<file path="src/rtl/prg_pkg.sv">
// Shared types and constants for the primary ray generator.
package prg_pkg;

  localparam logic [31:0] LFSR_TAPS = 32'h8020_0003;
  localparam logic [31:0] LFSR_SEED = 32'h0000_0001;

  localparam logic [1:0] ACT_SINGLE = 2'd0;
  localparam logic [1:0] ACT_JITTER = 2'd1;
  localparam logic [1:0] ACT_STRAT  = 2'd2;

  localparam logic [2:0] REG_FORWARD  = 3'd0;
  localparam logic [2:0] REG_UP       = 3'd1;
  localparam logic [2:0] REG_SIDE     = 3'd2;
  localparam logic [2:0] REG_DISTANCE = 3'd3;
  localparam logic [2:0] REG_WIDTH    = 3'd4;
  localparam logic [2:0] REG_HEIGHT   = 3'd5;
  localparam logic [2:0] REG_COLUMNS  = 3'd6;
  localparam logic [2:0] REG_ROWS     = 3'd7;

  localparam int CFG_IDX_W  = 4;
  localparam int CFG_DATA_W = 60;

  // Unsigned restoring divider request and result.
  typedef struct packed {
    logic        start;
    logic [63:0] num;
    logic [63:0] den;
  } div_req_t;

  typedef struct packed {
    logic        done;
    logic [63:0] quot;
  } div_rsp_t;

  // Returns the signed Q1.18 component of a packed vector.
  function automatic logic signed [19:0] vec_comp(input logic [59:0] v, input logic [1:0] i);
    logic signed [19:0] c;
    case (i)
      2'd0:    c = v[19:0];
      2'd1:    c = v[39:20];
      2'd2:    c = v[59:40];
      default: c = '0;
    endcase
    return c;
  endfunction

endpackage

</file>
<file path="src/rtl/prg_div.sv">
// Shared radix-2 restoring divider, one quotient bit per cycle.
module prg_div
  import prg_pkg::*;
(
  input  logic     clk,
  input  logic     rst_n,
  input  div_req_t req,
  output div_rsp_t rsp
);

  logic [63:0] rem_r, rem_nxt;
  logic [63:0] quo_r, quo_nxt;
  logic [63:0] den_r, den_nxt;
  logic [6:0]  cnt_r, cnt_nxt;
  logic        busy_r, busy_nxt;
  logic        done_r, done_nxt;
  logic [64:0] trial;

  always_comb begin
    rem_nxt  = rem_r;
    quo_nxt  = quo_r;
    den_nxt  = den_r;
    cnt_nxt  = cnt_r;
    busy_nxt = busy_r;
    done_nxt = 1'b0;
    trial    = {rem_r, quo_r[63]} - {1'b0, den_r};
    if (req.start) begin
      rem_nxt  = '0;
      quo_nxt  = req.num;
      den_nxt  = req.den;
      cnt_nxt  = 7'd64;
      busy_nxt = 1'b1;
    end else if (busy_r) begin
      if (!trial[64]) begin
        rem_nxt = trial[63:0];
        quo_nxt = {quo_r[62:0], 1'b1};
      end else begin
        rem_nxt = {rem_r[62:0], quo_r[63]};
        quo_nxt = {quo_r[62:0], 1'b0};
      end
      cnt_nxt = cnt_r - 7'd1;
      if (cnt_r == 7'd1) begin
        busy_nxt = 1'b0;
        done_nxt = 1'b1;
      end
    end
  end

  always_ff @(posedge clk) begin
    if (!rst_n) begin
      busy_r <= 1'b0;
      done_r <= 1'b0;
      cnt_r  <= '0;
    end else begin
      busy_r <= busy_nxt;
      done_r <= done_nxt;
      cnt_r  <= cnt_nxt;
    end
    rem_r <= rem_nxt;
    quo_r <= quo_nxt;
    den_r <= den_nxt;
  end

  assign rsp.done = done_r;
  assign rsp.quot = quo_r;

endmodule

</file>
<file path="config.mk">
export PLATFORM = sky130hd
export DESIGN_NAME = prg_div
export DESIGN_NICKNAME = d
export VERILOG_FILES = /design/src/rtl/prg_pkg.sv /design/src/rtl/prg_div.sv
export SDC_FILE = /design/constraint.sdc
export NUM_CORES = 1
export LEC_CHECK = 0
export BUFFER_PORTS_ARGS = -buffer_cell sky130_fd_sc_hd__buf_2
export CAP_MARGIN = 25
export CORE_AREA = 2 2 149 151
export CTS_CLUSTER_SIZE = 12
export DETAILED_ROUTE_END_ITERATION = 6
export DIE_AREA = 0 0 151 153
export GPL_ROUTABILITY_DRIVEN = 0
export GPL_TIMING_DRIVEN = 0
export PLACE_DENSITY = 0.86
export RECOVER_POWER = 50
export SETUP_SLACK_MARGIN = 0.05
export SYNTH_ARGS = -nofsm -noshare
export SYNTH_HDL_FRONTEND = slang
export SYNTH_SLANG_ARGS = --single-unit
export TNS_END_PERCENT = 1
</file>
<file path="constraint.sdc">
create_clock -name clk -period 3.61 [get_ports clk]
set_clock_uncertainty 0.1 [all_clocks]
set_input_delay 0.361 -clock clk [delete_from_list [all_inputs] [get_ports clk]]
set_output_delay 0.361 -clock clk [all_outputs]
set_load 0.1 [all_outputs]
</file>
==> flow_summary.yaml, run 1 <==
critical_path:
  endpoint: "rem_r[61]$_SDFFE_PP0P_"
  cp_cell_sequence: "inv_1 -> ha_1 -> nor2b_1 -> o2111ai_1 -> a211oi_1 -> a21oi_1 -> o21bai_2 -> nand3_1 -> nand2_1 -> nor3_1 -> a2111oi_0 -> o31ai_1"
  r2r-end: "rem_r[61]$_SDFFE_PP0P_"
  rr_worst_depth: 12
  crit_start: "den_r[1]$_DFFE_PP_"
  cp_slowest_cell: "a2111oi_0"
  rrSetupSlack_ps: 100
  crit_required_ps: 3900
  cp.arrival_ps: 3800
  cp-end-kind: "flip-flop"
  crit_path_start_kind: "flip-flop"
  crit_fanout: 5
  critical_path_class: "flip-flop to flip-flop"
  max_stage_delay_ps: 450
  r2r_start: "den_r[1]$_DFFE_PP_"
logic_synthesis:
  synth_enable_flop_cells: 128
  synth.largest_area_cell: "edfxtp_1"
  synth_seq_cells: 201
  yosysSeqAreaShare_pct: 43.2
  synth_cells: 1299
  async_flop_share_pct: 0
  synth_fp_nets: 1497
  synth_area_sq_um: 12300
  netlist_top_cells_area: "edfxtp_1, dfxtp_1, ha_1"
  yosysTopAreaCellShare_pct: 31.3
  yosysWarningCount: 0
  synthDistinctLibCells: 82
  yosys_most_used_dff: "edfxtp_1"
  syn_avg_cell_area_sq_um: 9.46
routing:
  postRouteAntennaNets: 0
  vias_per_cell: 6.10
  drt_wl_total_microns: 36000
  routedWlPerCell_microns: 19.1
  drcViolationCount: 2
  drtPass1Iterations: 7
  via_count: 11500
  first_iter_violations: 1096
placement:
  portBuffers: 195
  dp_hpwl_microns: 25400
  place_area_sq_um: 13700
pwr:
  p_leak_nw: 6.23
  peakVddDrop_v: 0.000469
  power.density_nw_per_um2: 524
cts:
  ctsRootBufferMaster: "clkbuf_16"
  cts.clk_slew.worst_paths_ps: 60
  clock_latency_ps: 530
  clkSinkCount: 201
  cts_tree: "yes"
  h-tree-depth: 1
  cts_max_path_buffers: 3
  numCtsBuffers: 23
timing:
  setup_tns_ps: 0
  hold_violations: 0
  min_period_ps: 3510
  fin_crit_sh_pct: 97.1
  final-setup-viol-count: 0
  slew-limit-headroom_pct: -42.6
  drv_slew: 40
  max_clock_freq_mhz: 285
  rsz0062_at_grt: "yes"
  worstMarginPinSlew_ps: 2140
grt:
  grt_pass1_wl_microns: 57000
  groute.usage.overall_pct: 30.8
  grt_overflow: 0
  antenna_found_initial: 0
  grt_pass1_vias: 11400
  grt_max_degree: 40
run_status:
  violations: "design-rule violations, max-capacitance violations, max-slew violations"
  outcome: "finished, violations left"
finish:
  diodes: 0
  design_area_sq_um: 15100
  fin_util_pct: 70.2
  nNetsFinal: 1786
  syn_to_final_growth_pct: 22.7
  drive_gt1_share_pct: 19.3
flow_run:
  maxCapViolCount: 1
floorplan:
  die_w_microns: 151
  start_util_pct: 57.2
  die_area_sq_um: 23100
  rows: 54
  fp.dieH_microns: 153
  io_pins: 196
  coreArea_sq_um: 21500
min_path:
  hp-class: "primary input to flip-flop"
registers in the layout (all words and copies together), names as in the netlist:
register and count:
den_r 64, quo_r 64, busy_r 1, rem_r 64, cnt_r 7, done_r 1
final cells by class:
type	instances	area, sq um
clock inverters	9	161
fillers	1652	6410
plain buffers	71	369
clock buffers	33	633
well taps	280	350
flip-flops and latches	201	5310
multi-input cells	934	6320
inverters	92	345
repair buffers	265	1590
cells by family (layout without fill, tap and decap cells):
logic type	count (synthesis)	count (layout)	synth area share, %
compound gates	357	357	19.0
buf+inv	164	470	5.85
simple gates	381	381	14.4
mux	75	75	6.82
xor+xnor	54	54	3.85
flops	201	201	43.2
fa+ha+maj	67	67	6.89
placed cells by master (no fill, tap or decap), drive strengths merged, types with 56 or more instances in the layout:
master	instances
buf	174
nor2	140
a21oi	133
clkbuf	130
edfxtp	128
nand2	110
inv	92
dfxtp	73
mux2	67
ha	66
dlygate4sd3	65
o21ai	56
Yosys cell counts (5+ instances only):
| cell type | n |
|---|---|
| a211oi_1 | 45 |
| a21boi_0 | 9 |
| a21o_1 | 17 |
| a21oi_1 | 129 |
| a221oi_1 | 6 |
| a311oi_1 | 5 |
| a31oi_1 | 8 |
| and2_1 | 5 |
| and3_1 | 11 |
| buf_2 | 22 |
| buf_4 | 11 |
| clkbuf_1 | 30 |
| dfxtp_1 | 73 |
| edfxtp_1 | 128 |
| ha_1 | 66 |
| inv_1 | 90 |
| mux2_2 | 66 |
| mux2i_1 | 8 |
| nand2_1 | 108 |
| nand2b_1 | 11 |
| nand3_1 | 24 |
| nand4_1 | 22 |
| nor2_1 | 140 |
| nor2b_1 | 7 |
| nor3_1 | 19 |
| nor4_1 | 8 |
| o211ai_1 | 5 |
| o21a_1 | 6 |
| o21ai_0 | 52 |
| o21bai_1 | 20 |
| o31ai_1 | 6 |
| or3_1 | 5 |
| xnor2_1 | 37 |
| xor2_1 | 17 |
timing repair:
action | 4_1_cts | 5_1_grt
setup endpoints to repair | 1 | 43
hold buffers | 65 | 0
endpoints found under the hold margin | 66 | 0
pin swaps | 0 | 3
buffers inserted | 0 | 3
gates resized for setup | 1 | 9
where the power goes:
part	switching (W)	internal [W]
combinational	0.00177	0.000810
clock	0.000970	0.00151
sequential	0.000137	0.00269
metrics by stage:
stage               instances  hold WS [ps]  power [W]  setup WS, ps
finish                   1885          40.9    0.00789           103
global route             1885          29.2    0.00820         -23.8
CTS                      1883          23.3    0.00784          62.1
detailed placement       1776           375    0.00531         -93.9
global placement         1774           371    0.00525         -1650
floorplan                1299           347    0.00473          49.8
worst min path at each step:
stage | from | depth (start not counted) | endpoint
2_1_floorplan | rem_r[59]$_SDFFE_PP0P_ | 2 | rem_r[59]$_SDFFE_PP0P_
3_3_place_gp | rem_r[61]$_SDFFE_PP0P_ | 2 | rem_r[61]$_SDFFE_PP0P_
3_5_place_dp | rem_r[61]$_SDFFE_PP0P_ | 2 | rem_r[61]$_SDFFE_PP0P_
4_1_cts | req[82] | 2 | quo_r[18]$_DFFE_PP_
5_1_grt | req[65] | 2 | quo_r[1]$_DFFE_PP_
6_report | req[85] | 2 | quo_r[21]$_DFFE_PP_
metal layers:
| layer | global-route usage (%) | routed length [microns] | up-vias |
|---|---|---|---|
| li1 | - | - | 5303 |
| met3 | 6.69 | 3770 | 166 |
| met4 | 16.1 | 2040 | 0 |
| met2 | 49.6 | 16400 | 739 |
| met5 | 0 | 0 | - |
| met1 | 38.7 | 13800 | 5295 |
worst max-delay path: cells and delay by family (launching register included):
kind,cells,cell delay [ps]
DFF,1,380
adders and majority gates,1,260
buffers and inverters,1,50
and+or+nand+nor,4,710
AOI/OAI and AO/OA,6,1890
Note: power is estimated with default switching activity, not from simulation.
==> run 2, diff against run 1 <==
Settings changed: MAX_ROUTING_LAYER set to met4, SETUP_SLACK_MARGIN 0.05 to 0.3.
==> flow_summary.yaml, run 2 (synthesized netlist as in run 1, its figures left out) <==
run_status:
  outcome: "finished, violations left"
  violations: "max-capacitance violations, max-slew violations"
floorplan:
  coreArea_sq_um: 21500
  die_w_microns: 151
  fp.dieH_microns: 153
  rows: 54
  io_pins: 196
  die_area_sq_um: 23100
  start_util_pct: 57.2
grt:
  antenna_found_initial: 0
  groute.usage.overall_pct: 31.9
  grt_pass1_vias: 11400
  grt_overflow: 0
  grt_max_degree: 40
  grt_pass1_wl_microns: 57200
routing:
  wl_met1_microns: 13800
  routedWlPerCell_microns: 19.3
  top_layer_used: "met4"
  route.met3.wl_microns: 3820
  drcViolationCount: 0
  first_iter_violations: 1167
  drtPass1Iterations: 6
  postRouteAntennaNets: 0
  via_count: 11600
  met2_length_microns: 16800
  drt_wl_total_microns: 36500
  vias_per_cell: 6.14
min_path:
  min_delay_path_depth: 2
  hp-class: "primary input to flip-flop"
  min_to: "quo_r[21]$_DFFE_PP_"
  min_from: "req[85]"
flow_run:
  maxCapViolCount: 1
timing:
  hold_violations: 0
  max_clock_freq_mhz: 296
  fin_crit_sh_pct: 93.4
  worstMarginPinSlew_ps: 2150
  worst_slack_ps: 237
  slew-limit-headroom_pct: -43.7
  rsz0062_at_grt: "yes"
  setup_tns_ps: 0
  drv_slew: 40
  final-setup-viol-count: 0
  min_period_ps: 3370
pwr:
  comb_power_share_pct: 33.4
  internal_power_w: 0.00505
  p_total_w: 0.00797
  peakVddDrop_v: 0.000469
  power.density_nw_per_um2: 522
  power_frac_clock_pct: 31.2
  switchingPower_w: 0.00292
  share_seq_of_total_power_pct: 35.5
  p_leak_nw: 6.27
  swShare_pct: 36.7
critical_path:
  path_delay_family: "compound AO/OA/AOI/OAI gates"
  rr_worst_depth: 12
  r2r_start: "den_r[1]$_DFFE_PP_"
  crit_path_start_kind: "flip-flop"
  max_stage_delay_ps: 410
  critical_path_class: "flip-flop to flip-flop"
  crit_fanout: 5
  cp-end-kind: "flip-flop"
  cp_slowest_cell: "a2111oi_1"
  r2r-end: "rem_r[61]$_SDFFE_PP0P_"
  rrSetupSlack_ps: 240
  cp_num_buf_inv: 1
  cp.arrival_ps: 3670
  cp_cell_sequence: "inv_1 -> ha_1 -> nor2b_1 -> o2111ai_1 -> a211oi_2 -> a21oi_2 -> o21bai_2 -> nand3_1 -> nand2_1 -> nor3_1 -> a2111oi_1 -> o31ai_1"
  crit_required_ps: 3900
finish:
  reg.largest.list: "den_r x64, quo_r x64, rem_r x64"
  final_common_cell: "buf_2"
  fillers: 1606
  nNetsFinal: 1789
  drive_gt1_share_pct: 21.3
  layout_common_cells: "buf_2, nor2_1, edfxtp_1"
  diodes: 0
  syn_to_final_growth_pct: 24.3
placement:
  dp_hpwl_microns: 25400
  dpl_worst_slack_ps: -93.9
  portBuffers: 195
cts:
  clkSinkCount: 201
  cts_max_path_buffers: 3
  clock_latency_ps: 540
  ctsRootBufferMaster: "clkbuf_16"
  h-tree-depth: 1
  cts.clk_slew.worst_paths_ps: 60
  numCtsBuffers: 23
  cts_tree: "yes"
[run 2: changes by cell type in the layout (fill, tap and decap cells not counted), sizes merged]
cell,before,now
inv,92,91
clkinv,4,5
clkbuf,130,135
buf,174,172
[run 2: worst max path at each step]
stage / from / endpoint / slack, ps / depth (start not counted)
2_1_floorplan: quo_r[63]$_DFFE_PP_ / rem_r[62]$_SDFFE_PP0P_ / 50 / 14
3_3_place_gp: req[128] / quo_r[5]$_DFFE_PP_ / -1650 / 6
3_5_place_dp: req[128] / quo_r[7]$_DFFE_PP_ / -90 / 7
4_1_cts: den_r[39]$_DFFE_PP_ / rem_r[37]$_SDFFE_PP0P_ / 260 / 14
5_1_grt: quo_r[63]$_DFFE_PP_ / rem_r[60]$_SDFFE_PP0P_ / 160 / 14
6_report: den_r[1]$_DFFE_PP_ / rem_r[61]$_SDFFE_PP0P_ / 240 / 12
[run 2: through the flow]
stage	util (%)	hold slack, ps	cell area (sq um)	std cells
after floorplan	-	347	12300	1299
final	71.1	37.2	15300	1888
after CTS	70.6	23.3	15200	1887
after global placement	63.4	371	13600	1774
after detailed placement	63.6	375	13700	1776
after global routing	71.1	29.2	15300	1888
[run 2: metal layers]
metal | track usage [%] | up-vias
met5 | - | -
met4 | 16.4 | 0
met3 | 5.97 | 181
met2 | 49.8 | 751
met1 | 39.3 | 5338
li1 | - | 5313
[run 2: layout make-up]
class / instances / area [sq um] / area share (%)
clock buffers: 33 / 633 / 4.15
clock inverters: 9 / 161 / 1.06
well taps: 280 / 350 / 2.29
repair buffers: 267 / 1610 / 10.5
multi-input cells: 934 / 6460 / 42.3
inverters: 92 / 347 / 2.27
plain buffers: 72 / 405 / 2.65
flip-flops and latches: 201 / 5310 / 34.7
[run 2: power groups by stage]
stage	registers, W	clock network, W	logic (W)
floorplan	0.00338	0	0.00135
global placement	0.00286	0	0.00239
detailed placement	0.00286	0	0.00245
CTS	0.00282	0.00250	0.00254
global route	0.00285	0.00260	0.00283
finish	0.00283	0.00248	0.00266
[run 2: what timing repair did]
action | CTS | global route
gates resized for setup | 9 | 55
setup buffers | 4 | 1
endpoints found under the setup margin | 48 | 101
hold endpoints to repair | 66 | 0
hold buffers | 65 | 0
pin swaps | 3 | 4
