## config.mk

```make
export PLATFORM = sky130hd
export DESIGN_NAME = prg_isqrt
export DESIGN_NICKNAME = d
export VERILOG_FILES = /design/src/rtl/prg_isqrt.sv
export SDC_FILE = /design/constraint.sdc
export NUM_CORES = 1
export LEC_CHECK = 0
export ABC_CLOCK_PERIOD_IN_PS = 17100
export BUFFER_PORTS_ARGS = -buffer_cell sky130_fd_sc_hd__buf_2
export CAP_MARGIN = 20
export CELL_PAD_IN_SITES_DETAIL_PLACEMENT = 1
export CELL_PAD_IN_SITES_GLOBAL_PLACEMENT = 2
export CORE_MARGIN = 8
export CORE_UTILIZATION = 40
export CTS_CLUSTER_SIZE = 12
export DETAILED_ROUTE_END_ITERATION = 10
export GPL_TIMING_DRIVEN = 0
export PLACE_DENSITY_LB_ADDON = 0.1
export SETUP_SLACK_MARGIN = 0.1
export SYNTH_ARGS = -nofsm -noshare
export SYNTH_HDL_FRONTEND = slang
export SYNTH_SLANG_ARGS = --single-unit
```

## constraint.sdc

```tcl
create_clock -name clk -period 17.1 [get_ports clk]
set_input_delay 1.71 -clock clk [delete_from_list [all_inputs] [get_ports clk]]
set_output_delay 1.71 -clock clk [all_outputs]
set_load 0.02 [all_outputs]
```

## src/rtl/prg_isqrt.sv

```systemverilog
// Bit-serial integer square root, two radicand bits per cycle.
module prg_isqrt (
  input  logic        clk,
  input  logic        rst_n,
  input  logic        start,
  input  logic [63:0] radicand,
  output logic        done,
  output logic [31:0] root
);

  logic [63:0] v_r, v_nxt;
  logic [63:0] res_r, res_nxt;
  logic [63:0] bit_r, bit_nxt;
  logic        busy_r, busy_nxt;
  logic        done_r, done_nxt;
  logic [63:0] sum;

  always_comb begin
    v_nxt    = v_r;
    res_nxt  = res_r;
    bit_nxt  = bit_r;
    busy_nxt = busy_r;
    done_nxt = 1'b0;
    sum      = res_r + bit_r;
    if (start) begin
      v_nxt    = radicand;
      res_nxt  = '0;
      bit_nxt  = 64'h4000_0000_0000_0000;
      busy_nxt = 1'b1;
    end else if (busy_r) begin
      if (v_r >= sum) begin
        v_nxt   = v_r - sum;
        res_nxt = (res_r >> 1) + bit_r;
      end else begin
        res_nxt = res_r >> 1;
      end
      bit_nxt = bit_r >> 2;
      if (bit_r[0]) begin
        busy_nxt = 1'b0;
        done_nxt = 1'b1;
      end
    end
  end

  always_ff @(posedge clk) begin
    if (!rst_n) begin
      busy_r <= 1'b0;
      done_r <= 1'b0;
    end else begin
      busy_r <= busy_nxt;
      done_r <= done_nxt;
    end
    v_r   <= v_nxt;
    res_r <= res_nxt;
    bit_r <= bit_nxt;
  end

  assign done = done_r;
  assign root = res_r[31:0];

endmodule

```

==> summary.md, run 1 <==
| Metric | Value |
|---|---|
| Clk sinks | `162` |
| Layout area overhead | `11.43%` |
| Root buf cell | `clkbuf_16` |
| Most instantiated library cell after synthesis | `nand2_1` |
| Power Density | `141.7 mW/mm2` |
| First-pass GRT wire length | `around 96000 um` |
| WHS Endpoint | `res_r[0]` |
| Clk_skew | `roughly 15 ps` |
| Net Sw Power | `1.195 mW` |
| Starting density of the core | `40.28%` |
| Reg power frac | `approximately 24%` |
| Yosys cell types | `between 70 and 80` |
| EDFF count, synth | `64` |
| Final WL | `61850 um` |
| Startpoint type of the worst setup path | `flip-flop` |
| Final worst-path cycle share | `48.53%` |
| Maximum VDD drop | `roughly 0.08 mV` |
| Ratio of cells with drive above 1 in the final layout | `10.00%` |
| LEAKAGE | `6.682 nW` |
| Final Instance Count excl. Fillers | `around 2700` |
| Primary FF master, synth | `dfxtp_1` |
| Slew headroom | `23.70%` |
| Gate Count Post-Synth | `2008` |
| Warnings, synthesis | `0` |
| HP Start | `res_r[0]` |
| Comb power frac | `roughly three fifths` |
| Max-slew violations | `0` |
| Antenna-violating nets left | `0` |
| RR Startpoint | `bit_r[0]` |
| Vias per std cell | `a little over 6` |
| FF-to-FF End | `v_r[19]` |
| Vias in the first global route | `16453` |
| Setup TNS | `0 ps` |
| Hold WC Path Type | `flip-flop to flip-flop` |
| Seq cells post-synth | `roughly 160` |
| Worst Tran Pin Value | `approximately 1100 ps` |
| Via count | `roughly 16000` |
| Flop-to-flop setup slack | `8800 ps` |
| Die ar. | `0.04529 mm2` |
| Total global routing track utilization | `approximately 27%` |
| Synth top cells by count | `nand2_1, nor2_1, o21ai_0` |
| Global-route congestion overflow total | `0` |
| Setup violation total in the final timing report | `0` |
| CTS Buf Count | `17` |
| Critical path arrival | `about 8500 ps` |
| I/O Buffers | `98` |
| FF-to-FF path depth | `24` |
| Sequential share of the synthesized area | `25.07%` |
| Asr flop ratio synth | `0%` |
| N_diodes | `0` |
| Width of the die | `between 200 and 250 um` |
| WHS Path Cells | `2` |
| Post-synth top area share | `between 10% and 20%` |
| Final worst path period need | `slightly above 8000 ps` |
| Worst Path Required | `around 17000 ps` |
| TritonRoute pass-1 iters | `5` |
| Hold buffer count at cts | `0` |
| Hpwl dp | `49040 um` |
| DRC Markers | `0` |
| Clock latency on the worst-skew pair | `~470 ps` |
| Htree depth | `4` |
| Syn Area/Cell | `7.716 um2` |
| FP Rows | `72` |
| Avg WL per Cell | `~23 um` |
| I/O pin count | `100` |
| Dominant cells by area after synthesis | `dfxtp_1, edfxtp_1, ha_1` |
| Initial antenna violation count | `0` |
| Int Power | `1.252 mW` |
| Reg clk slew, reported paths | `about 80 ps` |
| Core footprint | `between 0.03 and 0.04 mm2` |
| Worst Setup End Kind | `flip-flop` |
| GP Congestion | `0.9136` |
| Area leader, netlist | `dfxtp_1` |
| Iteration-0 DRC count of the detailed router | `1242` |
| Nets | `~2300` |
| RSZ-0062 raised after global routing | `false` |
| CTS tree | `yes` |
| Die Span Y | `around 210 um` |
| Clock share of power | `roughly 17%` |
| Largest net degree at the start of global routing | `28` |
| Crit Path Max Fanout | `27` |
| Setup CP Type | `flip-flop to flip-flop` |
| Status | `completed` |
| Mapped Nets | `roughly 2200` |
| Cell Area, Synth | `roughly 0.015 mm2` |
| Post-CTS sizing | `0` |
| Sw Ratio | `about 50%` |
| Clock tree buffer depth | `2` |
| Highest Clock Rate | `around 0.12 GHz` |
| Max-cap check violation count | `0` |
| Post-CTS Repair Setup Buffers | `0` |
| Final Hold Fails | `0` |
| Placed Cells | `about 2600` |
-- cell usage in the layout (no fill, tap or decap), types with 11 or more instances in the layout --
master	n
a211oi_1	36
a21o_1	41
a21oi_1	134
a221oi_1	12
a311oi_1	29
a31o_2	13
a31oi_1	61
and2_1	13
and3_1	23
buf_2	113
buf_4	33
clkbuf_1	79
clkbuf_16	17
dfxtp_1	98
edfxtp_1	64
ha_1	130
inv_1	50
mux2i_1	46
nand2_1	241
nand2b_1	14
nand3_1	35
nand4_1	38
nor2_1	204
nor2b_1	18
nor3_1	26
o21a_1	24
o21ai_0	171
o21ai_1	11
o21bai_1	34
o22ai_1	21
o31ai_1	21
or3_1	15
xnor2_1	70
xor2_1	76
-- registers in the layout, indices dropped and copies added, names as in the netlist --
signal / flops
v_r: 64
done: 1
busy_r: 1
bit_r: 32
res_r: 64
-- routing by layer --
layer	track usage [%]	share of wire [%]	up-vias
met1	38.81	49	7980
met5	0	0	-
met4	7.663	2.0	0
met3	2.495	4.2	68
met2	43.24	45	406
li1	-	-	7624
-- worst max path at each step --
stage,start,endpoint,slack [ps],depth (start not counted)
after floorplan,res_r[2],v_r[0],7270,21
after global placement,bit_r[0],v_r[16],2640,24
after detailed placement,bit_r[0],v_r[16],9040,24
after CTS,bit_r[0],v_r[19],8990,24
after global routing,bit_r[0],v_r[19],8470,26
final,bit_r[0],v_r[19],8800,24
-- through the flow --
step	utilization [%]	total power [mW]	setup WS, ps	area, um2	hold WS, ps
final	44.88	2.447	8801	17260	546.6
after CTS	44.88	2.433	8993	17260	544.1
after global routing	44.88	2.614	8466	17260	571.2
after floorplan	-	1.599	7269	15490	477.7
after detailed placement	43.37	2.018	9040	16680	526.4
after global placement	43.24	1.993	2644	16630	516.5
-- power by group through the flow --
| stage | logic, mW | registers [mW] | clock network, mW |
|---|---|---|---|
| 2_1_floorplan | 1.03 | 0.572 | 0 |
| 3_3_place_gp | 1.39 | 0.602 | 0 |
| 3_5_place_dp | 1.42 | 0.598 | 0 |
| 4_1_cts | 1.43 | 0.590 | 0.409 |
| 5_1_grt | 1.59 | 0.600 | 0.422 |
| 6_report | 1.45 | 0.590 | 0.403 |
-- kinds of logic after synthesis --
group | count (synthesis) | share of synthesized area [%]
muxes | 54 | 3.553
DFF | 162 | 25.07
xor gates and xnor gates | 146 | 8.253
and+or+nand+nor | 666 | 19.72
buffers and inverters | 184 | 5.378
adders and majority gates | 131 | 10.63
AOI/OAI and AO/OA | 665 | 27.40
-- layout make-up --
class,instances,area [um2]
buffer,134,645.6
fill,4871,21200
tap,518,648.1
clock inverter,14,141.4
timing repair buffer,100,530.5
multi-input combinational,1662,10790
sequential,162,3884
inverter,50,187.7
clock buffer,18,439.2
-- critical path, cell delays in order, from the launching register on --
cell and delay (ps):
dfxtp_1 380, ha_1 240, ha_1 210, a21o_1 210
a31oi_1 280, o21ai_1 170, a221o_1 420, a21oi_1 420
o21ai_1 270, a211oi_1 760, nor2b_1 130, xnor2_1 380
ha_1 370, and2_1 230, and3_1 210, a21oi_1 710
o2111ai_1 220, nor3_1 340, nor4_4 130, nor2_2 160
buf_2 290, clkbuf_1 690, o21ai_4 310, buf_12 270
buf_12 180
(Power assumes the default switching activity.)
==> run 2, diff against run 1 <==
--- a/config.mk
+++ b/config.mk
@@ -5,13 +5,13 @@
 export SDC_FILE = /design/constraint.sdc
 export NUM_CORES = 1
 export LEC_CHECK = 0
-export ABC_CLOCK_PERIOD_IN_PS = 17100
+export ABC_CLOCK_PERIOD_IN_PS = 8660
 export BUFFER_PORTS_ARGS = -buffer_cell sky130_fd_sc_hd__buf_2
 export CAP_MARGIN = 20
 export CELL_PAD_IN_SITES_DETAIL_PLACEMENT = 1
 export CELL_PAD_IN_SITES_GLOBAL_PLACEMENT = 2
 export CORE_MARGIN = 8
-export CORE_UTILIZATION = 40
+export CORE_UTILIZATION = 37
 export CTS_CLUSTER_SIZE = 12
 export DETAILED_ROUTE_END_ITERATION = 10
 export GPL_TIMING_DRIVEN = 0
==> constraint.sdc (replaced) <==
create_clock -name clk -period 8.66 [get_ports clk]
set_input_delay 0.866 -clock clk [delete_from_list [all_inputs] [get_ports clk]]
set_output_delay 0.866 -clock clk [all_outputs]
set_load 0.02 [all_outputs]
==> run 2 against run 1 <==
Against the previous run: setup slack worse by 8300 ps; core utilization is 3.4 points lower; wire length is 2.2% higher; flip-flop and latch count stayed put; die area is 7.5% higher; final cell count is 0.83% higher; via count is 0.60% lower; worst hold slack worse by 8.1 ps; non-clock buffer count is 1 higher; first-iteration DRC count is 0.24% lower; fmax is 1.3% higher; critical endpoint is now v_r[14].
==> summary.md, run 2 (synthesized netlist as in run 1, its figures left out) <==
| Metric | Value |
|---|---|
| FF-to-FF path depth | `23 (was 24)` |
| Initial antenna violation count | `1 (was 0)` |
| Status | `completed (unchanged)` |
| Reg power frac | `24.3% (was 24.1%)` |
| RSZ-0062 raised after global routing | `false (unchanged)` |
| Htree depth | `4 (unchanged)` |
| Worst Setup End Kind | `flip-flop (unchanged)` |
| Post-layout util | `41.45% (was 44.88%)` |
| Flop-to-flop setup slack | `470 ps (was 8800 ps)` |
| Final worst path period need | `8193 ps (was 8299 ps)` |
| Hold WC Path Type | `flip-flop to flip-flop (unchanged)` |
| Clock tree buffer depth | `2 (unchanged)` |
| Clk sinks | `162 (unchanged)` |
| Power Density | `278.3 mW/mm2 (was 141.7 mW/mm2)` |
| Most frequent CP cell | `ha_1 (unchanged)` |
| CP max-delay cell | `a211oi_1 (unchanged)` |
| Commonest non-fill, non-tap cell in the layout | `nand2_1 (unchanged)` |
| RR Startpoint | `bit_r[0] (unchanged)` |
| Net Sw Power | `2.367 mW (was 1.195 mW)` |
| Startpoint type of the worst setup path | `flip-flop (unchanged)` |
| Global-route congestion overflow total | `0 (unchanged)` |
| Cell Chain, Critical Path | `ha_1 > ha_1 > a21o_1 > a31oi_1 > o21ai_1 > a221o_1 > a21oi_1 > o21ai_1 > a211oi_1 > nor2b_1 > xnor2_1 > ha_1 > and2_1 > and3_1 > a21oi_1 > o2111ai_1 > nor3_1 > nor4_4 > nor2_2 > buf_2 > clkbuf_1 > o21ai_4 > buf_12 (was ha_1 > ha_1 > a21o_1 > a31oi_1 > o21ai_1 > a221o_1 > a21oi_1 > o21ai_1 > a211oi_1 > nor2b_1 > xnor2_1 > ha_1 > and2_1 > and3_1 > a21oi_1 > o2111ai_1 > nor3_1 > nor4_4 > nor2_2 > buf_2 > clkbuf_1 > o21ai_4 > buf_12 > buf_12)` |
| Vias in the first global route | `16418 (was 16453)` |
| Post-CTS sizing | `0 (unchanged)` |
| Core footprint | `0.04167 mm2 (was 0.03847 mm2)` |
| Final WL | `63220 um (was 61850 um)` |
| Slew headroom | `37.20% (was 23.70%)` |
| CTS tree | `yes (unchanged)` |
| Total global routing track utilization | `26.23% (was 27.20%)` |
| Antenna-violating nets left | `0 (unchanged)` |
| Setup CP Type | `flip-flop to flip-flop (unchanged)` |
| WHS Path Cells | `1 (was 2)` |
| Filler Cells Inserted | `5211 (was 4871)` |
| I/O Buffers | `98 (unchanged)` |
| Most frequent cells in the layout | `nand2_1, nor2_1, o21ai_0 (unchanged)` |
| Max-slew violations | `0 (unchanged)` |
| Starting density of the core | `37.19% (was 40.28%)` |
| Layout area overhead | `11.48% (was 11.43%)` |
| FP Rows | `75 (was 72)` |
| Maximum VDD drop | `0.1586 mV (was 0.08025 mV)` |
| Vias per std cell | `5.963 (was 6.049)` |
| Width of the die | `220.6 um (was 212.8 um)` |
| Nets | `2326 (was 2325)` |
| Die ar. | `0.04868 mm2 (was 0.04529 mm2)` |
| Clock latency on the worst-skew pair | `500 ps (was 470 ps)` |
| Biggest regs | `res_r x64, v_r x64, bit_r x32 (unchanged)` |
| Setup violation total in the final timing report | `0 (unchanged)` |
| Worst path buffer plus inverter count | `3 (was 4)` |
| Iteration-0 DRC count of the detailed router | `1239 (was 1242)` |
| N_diodes | `0 (unchanged)` |
| Final Hold Fails | `0 (unchanged)` |
| Reg clk slew, reported paths | `70 ps (was 80 ps)` |
| Worst Path Required | `8900 ps (was 17310 ps)` |
| Die Span Y | `220.6 um (was 212.8 um)` |
| Post-CTS Repair Setup Buffers | `0 (unchanged)` |
| LEAKAGE | `6.660 nW (was 6.682 nW)` |
| Crit Path Max Fanout | `25 (was 27)` |
| I/O pin count | `100 (unchanged)` |
| Via count | `15981 (was 16078)` |
| WHS Endpoint | `bit_r[62] (was res_r[0])` |
| Slowest stage delay, CP | `740 ps (was 760 ps)` |
| Hpwl dp | `50130 um (was 49040 um)` |
| Max-cap check violation count | `0 (unchanged)` |
| Final worst-path cycle share | `94.61% (was 48.53%)` |
| Hold buffer count at cts | `0 (unchanged)` |
| DRC Markers | `0 (unchanged)` |
| CP top delay family | `compound AO/OA/AOI/OAI gates (unchanged)` |
| Hold WS | `538.5 ps (was 546.6 ps)` |
| Critical path arrival | `8430 ps (was 8510 ps)` |
| Sw Ratio | `49.26% (was 48.85%)` |
| Highest Clock Rate | `0.1221 GHz (was 0.1205 GHz)` |
| First-pass GRT wire length | `97370 um (was 96190 um)` |
| Avg WL per Cell | `23.59 um (was 23.27 um)` |
| TritonRoute pass-1 iters | `5 (unchanged)` |
| GP Congestion | `0.9078 (was 0.9136)` |
| Worst Tran Pin Value | `942.0 ps (was 1144 ps)` |
| Clk_skew | `14.28 ps (was 15.40 ps)` |
| Ratio of cells with drive above 1 in the final layout | `9.949% (was 10.00%)` |
| Largest net degree at the start of global routing | `26 (was 28)` |
| HP Start | `bit_r[62] (was res_r[0])` |
| CTS Buf Count | `17 (unchanged)` |
| Int Power | `2.439 mW (was 1.252 mW)` |
| Clock share of power | `15.9% (was 16.5%)` |
| Comb power frac | `59.8% (was 59.4%)` |
| Root buf cell | `clkbuf_16 (unchanged)` |
| FF-to-FF End | `v_r[14] (was v_r[19])` |
[run 2: cell count changes in the layout (fill, tap and decap cells not counted), sizes merged]
cell	previous run	this run
inv	59	56
clkinv	3	2
clkbuf	97	99
clkinvlp	1	4
bufinv	1	0
buf	155	156
[run 2: power groups by stage]
stage	Sequential, mW	Clock [mW]	Combinational [mW]
5_1_grt	1.19	0.806	3.16
4_1_cts	1.16	0.783	2.85
2_1_floorplan	1.13	0	2.03
3_5_place_dp	1.18	0	2.83
3_3_place_gp	1.19	0	2.77
6_report	1.17	0.765	2.87
[run 2: worst max path at each step]
stage / from / end / slack, ps / cells after the start
floorplan: res_r[2] / v_r[0] / 560 / 21
global placement: bit_r[0] / v_r[15] / -3320 / 24
detailed placement: bit_r[0] / v_r[3] / 530 / 23
CTS: bit_r[0] / v_r[14] / 490 / 23
global route: bit_r[0] / v_r[15] / 110 / 25
finish: bit_r[0] / v_r[14] / 470 / 23
[run 2: layout make-up]
class | instances | area [um2] | area share (%)
Clock buffer | 20 | 446.7 | 2.586
Multi-Input combinational cell | 1662 | 10790 | 62.46
Inverter | 50 | 187.7 | 1.087
Clock inverter | 12 | 100.1 | 0.5795
Sequential cell | 162 | 3884 | 22.49
Tap cell | 539 | 674.4 | 3.905
Timing Repair Buffer | 101 | 545.5 | 3.158
Buffer | 134 | 645.6 | 3.738
[run 2: per-layer routing]
metal | vias up | wire, um | global-route usage, %
li1 | 7626 | - | -
met1 | 7912 | 31060 | 36.76
met2 | 366 | 28230 | 41.28
met3 | 75 | 2563 | 3.691
met4 | 2 | 1353 | 7.981
met5 | - | 10 | 0
[run 2: stage by stage]
| stage | area, um2 | TNS, ps | instances | power (mW) | worst slack, ps |
|---|---|---|---|---|---|
| finish | 17270 | 0 | 2680 | 4.806 | 466.8 |
| global route | 17270 | 0 | 2680 | 5.154 | 106.3 |
| CTS | 17270 | 0 | 2680 | 4.797 | 487.3 |
| detailed placement | 16720 | 0 | 2648 | 4.006 | 529.3 |
| global placement | 16660 | -212410 | 2645 | 3.956 | -3323 |
| floorplan | 15490 | 0 | 2008 | 3.154 | 558.1 |
==> run 3, diff against run 2 <==
--- a/config.mk
+++ b/config.mk
@@ -16,6 +16,7 @@
 export DETAILED_ROUTE_END_ITERATION = 10
 export GPL_TIMING_DRIVEN = 0
 export PLACE_DENSITY_LB_ADDON = 0.1
+export REMOVE_ABC_BUFFERS = 1
 export SETUP_SLACK_MARGIN = 0.1
 export SYNTH_ARGS = -nofsm -noshare
 export SYNTH_HDL_FRONTEND = slang
==> run 3 against run 2 <==
Against the previous run: worst hold slack lost 4.0 ps; largest cell class unchanged; final area decreased by 2.3%; global-route usage fell by 3.8 points; critical endpoint is now res_r[58]; critical path type unchanged.
==> summary.md, run 3 (synthesized netlist as in run 1, its figures left out) <==
| Metric | Value |
|---|---|
| Max-cap check violation count | `0 (unchanged)` |
| Hold WC Path Type | `flip-flop to flip-flop (unchanged)` |
| Slew headroom | `38.12% (was 37.20%)` |
| Final worst path period need | `7983 ps (was 8193 ps)` |
| Status | `completed (unchanged)` |
| Vias in the first global route | `15031 (was 16418)` |
| Pwr Total | `4.753 mW (was 4.806 mW)` |
| I/O pin count | `100 (unchanged)` |
| Hold buffer count at cts | `0 (unchanged)` |
| Clock latency on the worst-skew pair | `500 ps (about the same)` |
| Hold WS | `534.5 ps (was 538.5 ps)` |
| Worst Path Required | `9070 ps (was 8900 ps)` |
| RR Startpoint | `bit_r[0] (unchanged)` |
| Critical path arrival | `8390 ps (was 8430 ps)` |
| Power Density | `281.6 mW/mm2 (was 278.3 mW/mm2)` |
| Crit Path Max Fanout | `33 (was 25)` |
| Vias per std cell | `5.871 (was 5.963)` |
| N_diodes | `0 (unchanged)` |
| FF-to-FF path depth | `24 (was 23)` |
| Placed Cells | `2521 (was 2648)` |
| Via count | `14995 (was 15981)` |
| Antenna-violating nets left | `0 (unchanged)` |
| Routed met2 length | `22750 um (was 28230 um)` |
| Clk sinks | `162 (unchanged)` |
| LEAKAGE | `6.451 nW (was 6.660 nW)` |
| FF-to-FF End | `res_r[58] (was v_r[14])` |
| Maximum VDD drop | `0.1431 mV (was 0.1586 mV)` |
| Ratio of cells with drive above 1 in the final layout | `8.734% (was 9.949%)` |
| Top Layer Used | `met4 (was met5)` |
| CTS Buf Count | `17 (unchanged)` |
| Avg WL per Cell | `21.21 um (was 23.59 um)` |
| Starting density of the core | `37.19% (unchanged)` |
| CTS tree | `yes (unchanged)` |
| Htree depth | `4 (unchanged)` |
| Width of the die | `220.6 um (unchanged)` |
| Nets | `2200 (was 2326)` |
| Final worst-path cycle share | `92.19% (was 94.61%)` |
| Placed inst area | `0.01623 mm2 (was 0.01672 mm2)` |
| Reg clk slew, reported paths | `70 ps (about the same)` |
| Post-CTS Repair Setup Buffers | `0 (unchanged)` |
| DRC Markers | `0 (unchanged)` |
| Startpoint type of the worst setup path | `flip-flop (unchanged)` |
| Hpwl dp | `41540 um (was 50130 um)` |
| HP Start | `res_r[0] (was bit_r[62])` |
| Worst Tran Pin Value | `928.2 ps (was 942.0 ps)` |
| Flop-to-flop setup slack | `680 ps (was 470 ps)` |
| Post-layout util | `40.50% (was 41.45%)` |
| Clock tree buffer depth | `2 (unchanged)` |
| Setup violation total in the final timing report | `0 (unchanged)` |
| Die ar. | `0.04868 mm2 (unchanged)` |
| Max-slew violations | `0 (unchanged)` |
| TritonRoute pass-1 iters | `5 (unchanged)` |
| Highest Clock Rate | `0.1253 GHz (was 0.1221 GHz)` |
| WHS Endpoint | `res_r[0] (was bit_r[62])` |
| Worst Setup End Kind | `flip-flop (unchanged)` |
| Core footprint | `0.04167 mm2 (unchanged)` |
| Met3 routed WL | `1779 um (was 2563 um)` |
| FP Rows | `75 (unchanged)` |
| Final WL | `54170 um (was 63220 um)` |
| Initial antenna violation count | `0 (was 1)` |
| Largest net degree at the start of global routing | `153 (was 26)` |
| Final Hold Fails | `0 (unchanged)` |
| Post-CTS sizing | `0 (unchanged)` |
| Setup CP Type | `flip-flop to flip-flop (unchanged)` |
| Most frequent cells in the layout | `nand2_1, nor2_1, o21ai_0 (unchanged)` |
| Die Span Y | `220.6 um (unchanged)` |
| WHS Path Cells | `2 (was 1)` |
| RSZ-0062 raised after global routing | `false (unchanged)` |
| Met1 WL | `28960 um (was 31060 um)` |
| Final Instance Count excl. Fillers | `2554 (was 2680)` |
| Commonest non-fill, non-tap cell in the layout | `nand2_1 (unchanged)` |
| Total global routing track utilization | `22.43% (was 26.23%)` |
| Iteration-0 DRC count of the detailed router | `917 (was 1239)` |
| Global-route congestion overflow total | `0 (unchanged)` |
| First-pass GRT wire length | `85450 um (was 97370 um)` |
| GP Congestion | `0.8650 (was 0.9078)` |
| Layout area overhead | `8.924% (was 11.48%)` |
| Biggest regs | `res_r x64, v_r x64, bit_r x32 (unchanged)` |
| Design Area, Final | `0.01688 mm2 (was 0.01727 mm2)` |
| I/O Buffers | `99 (was 98)` |
| Root buf cell | `clkbuf_16 (unchanged)` |
| Clk_skew | `11.26 ps (was 14.28 ps)` |
## run 3: cell types whose count changed in the layout (fill, tap and decap cells not counted), sizes merged
cell / change
inv: -6
clkinvlp: -4
bufinv: +1
clkinv: +3
clkbuf: -73
buf: -47
## run 3: power by group
group / switching, mW / leakage [nW] / total, mW / internal, mW
Clock: 0.356 / 0.309 / 0.826 / 0.470
Sequential: 0.162 / 1.44 / 1.19 / 1.03
Combinational: 1.71 / 4.70 / 2.74 / 1.02
Total: 2.23 / 6.45 / 4.75 / 2.52
## run 3: worst max-delay path, cell delays in order, from the launching register on
cell      delay, ps
dfxtp_1         400
ha_1            240
ha_1            210
a21o_1          210
a31oi_1         340
o21ai_1         190
a221o_1         360
a21oi_1         410
o21ai_1         280
a211oi_1        650
o21ai_0         200
nand2_1         120
xor2_1          310
ha_1            350
nand2_1         120
nor2_1          240
nand4_1         200
nor2_1          230
nand3_1         190
nor4_4          790
buf_8           250
buf_6           190
or2_2           750
nand3_1         360
o221ai_1        250
## run 3: area by class of cell
class | instances | area [um2]
Clock buffer | 26 | 554.3
Clock inverter | 6 | 62.56
Fill cell | 5183 | 24790
Inverter | 50 | 187.7
Multi-Input combinational cell | 1662 | 10800
Sequential cell | 162 | 3887
Tap cell | 539 | 674.4
Timing Repair Buffer | 109 | 705.7
## run 3: worst max-delay path by stage
| stage | startpoint | end | slack, ps | cells after the start |
|---|---|---|---|---|
| after floorplan | res_r[2] | v_r[0] | -2230 | 18 |
| after global placement | bit_r[0] | v_r[7] | -9200 | 21 |
| after detailed placement | bit_r[0] | res_r[58] | 650 | 24 |
| after CTS | bit_r[0] | res_r[58] | 630 | 24 |
| after global routing | bit_r[0] | res_r[58] | 250 | 24 |
| final | bit_r[0] | res_r[58] | 680 | 24 |
## run 3: through the flow
step	setup slack (ps)	setup TNS, ps
final	676.8	0
after global routing	245.3	0
after CTS	627.0	0
after detailed placement	648.5	0
after global placement	-9203	-661060
after floorplan	-2234	-142960
## run 3: layer usage
metal | up-vias | GRT usage (%)
li1 | 7382 | -
met2 | 237 | 33.17
met5 | - | 0
met3 | 34 | 3.157
met1 | 7342 | 33.68
met4 | 0 | 5.425
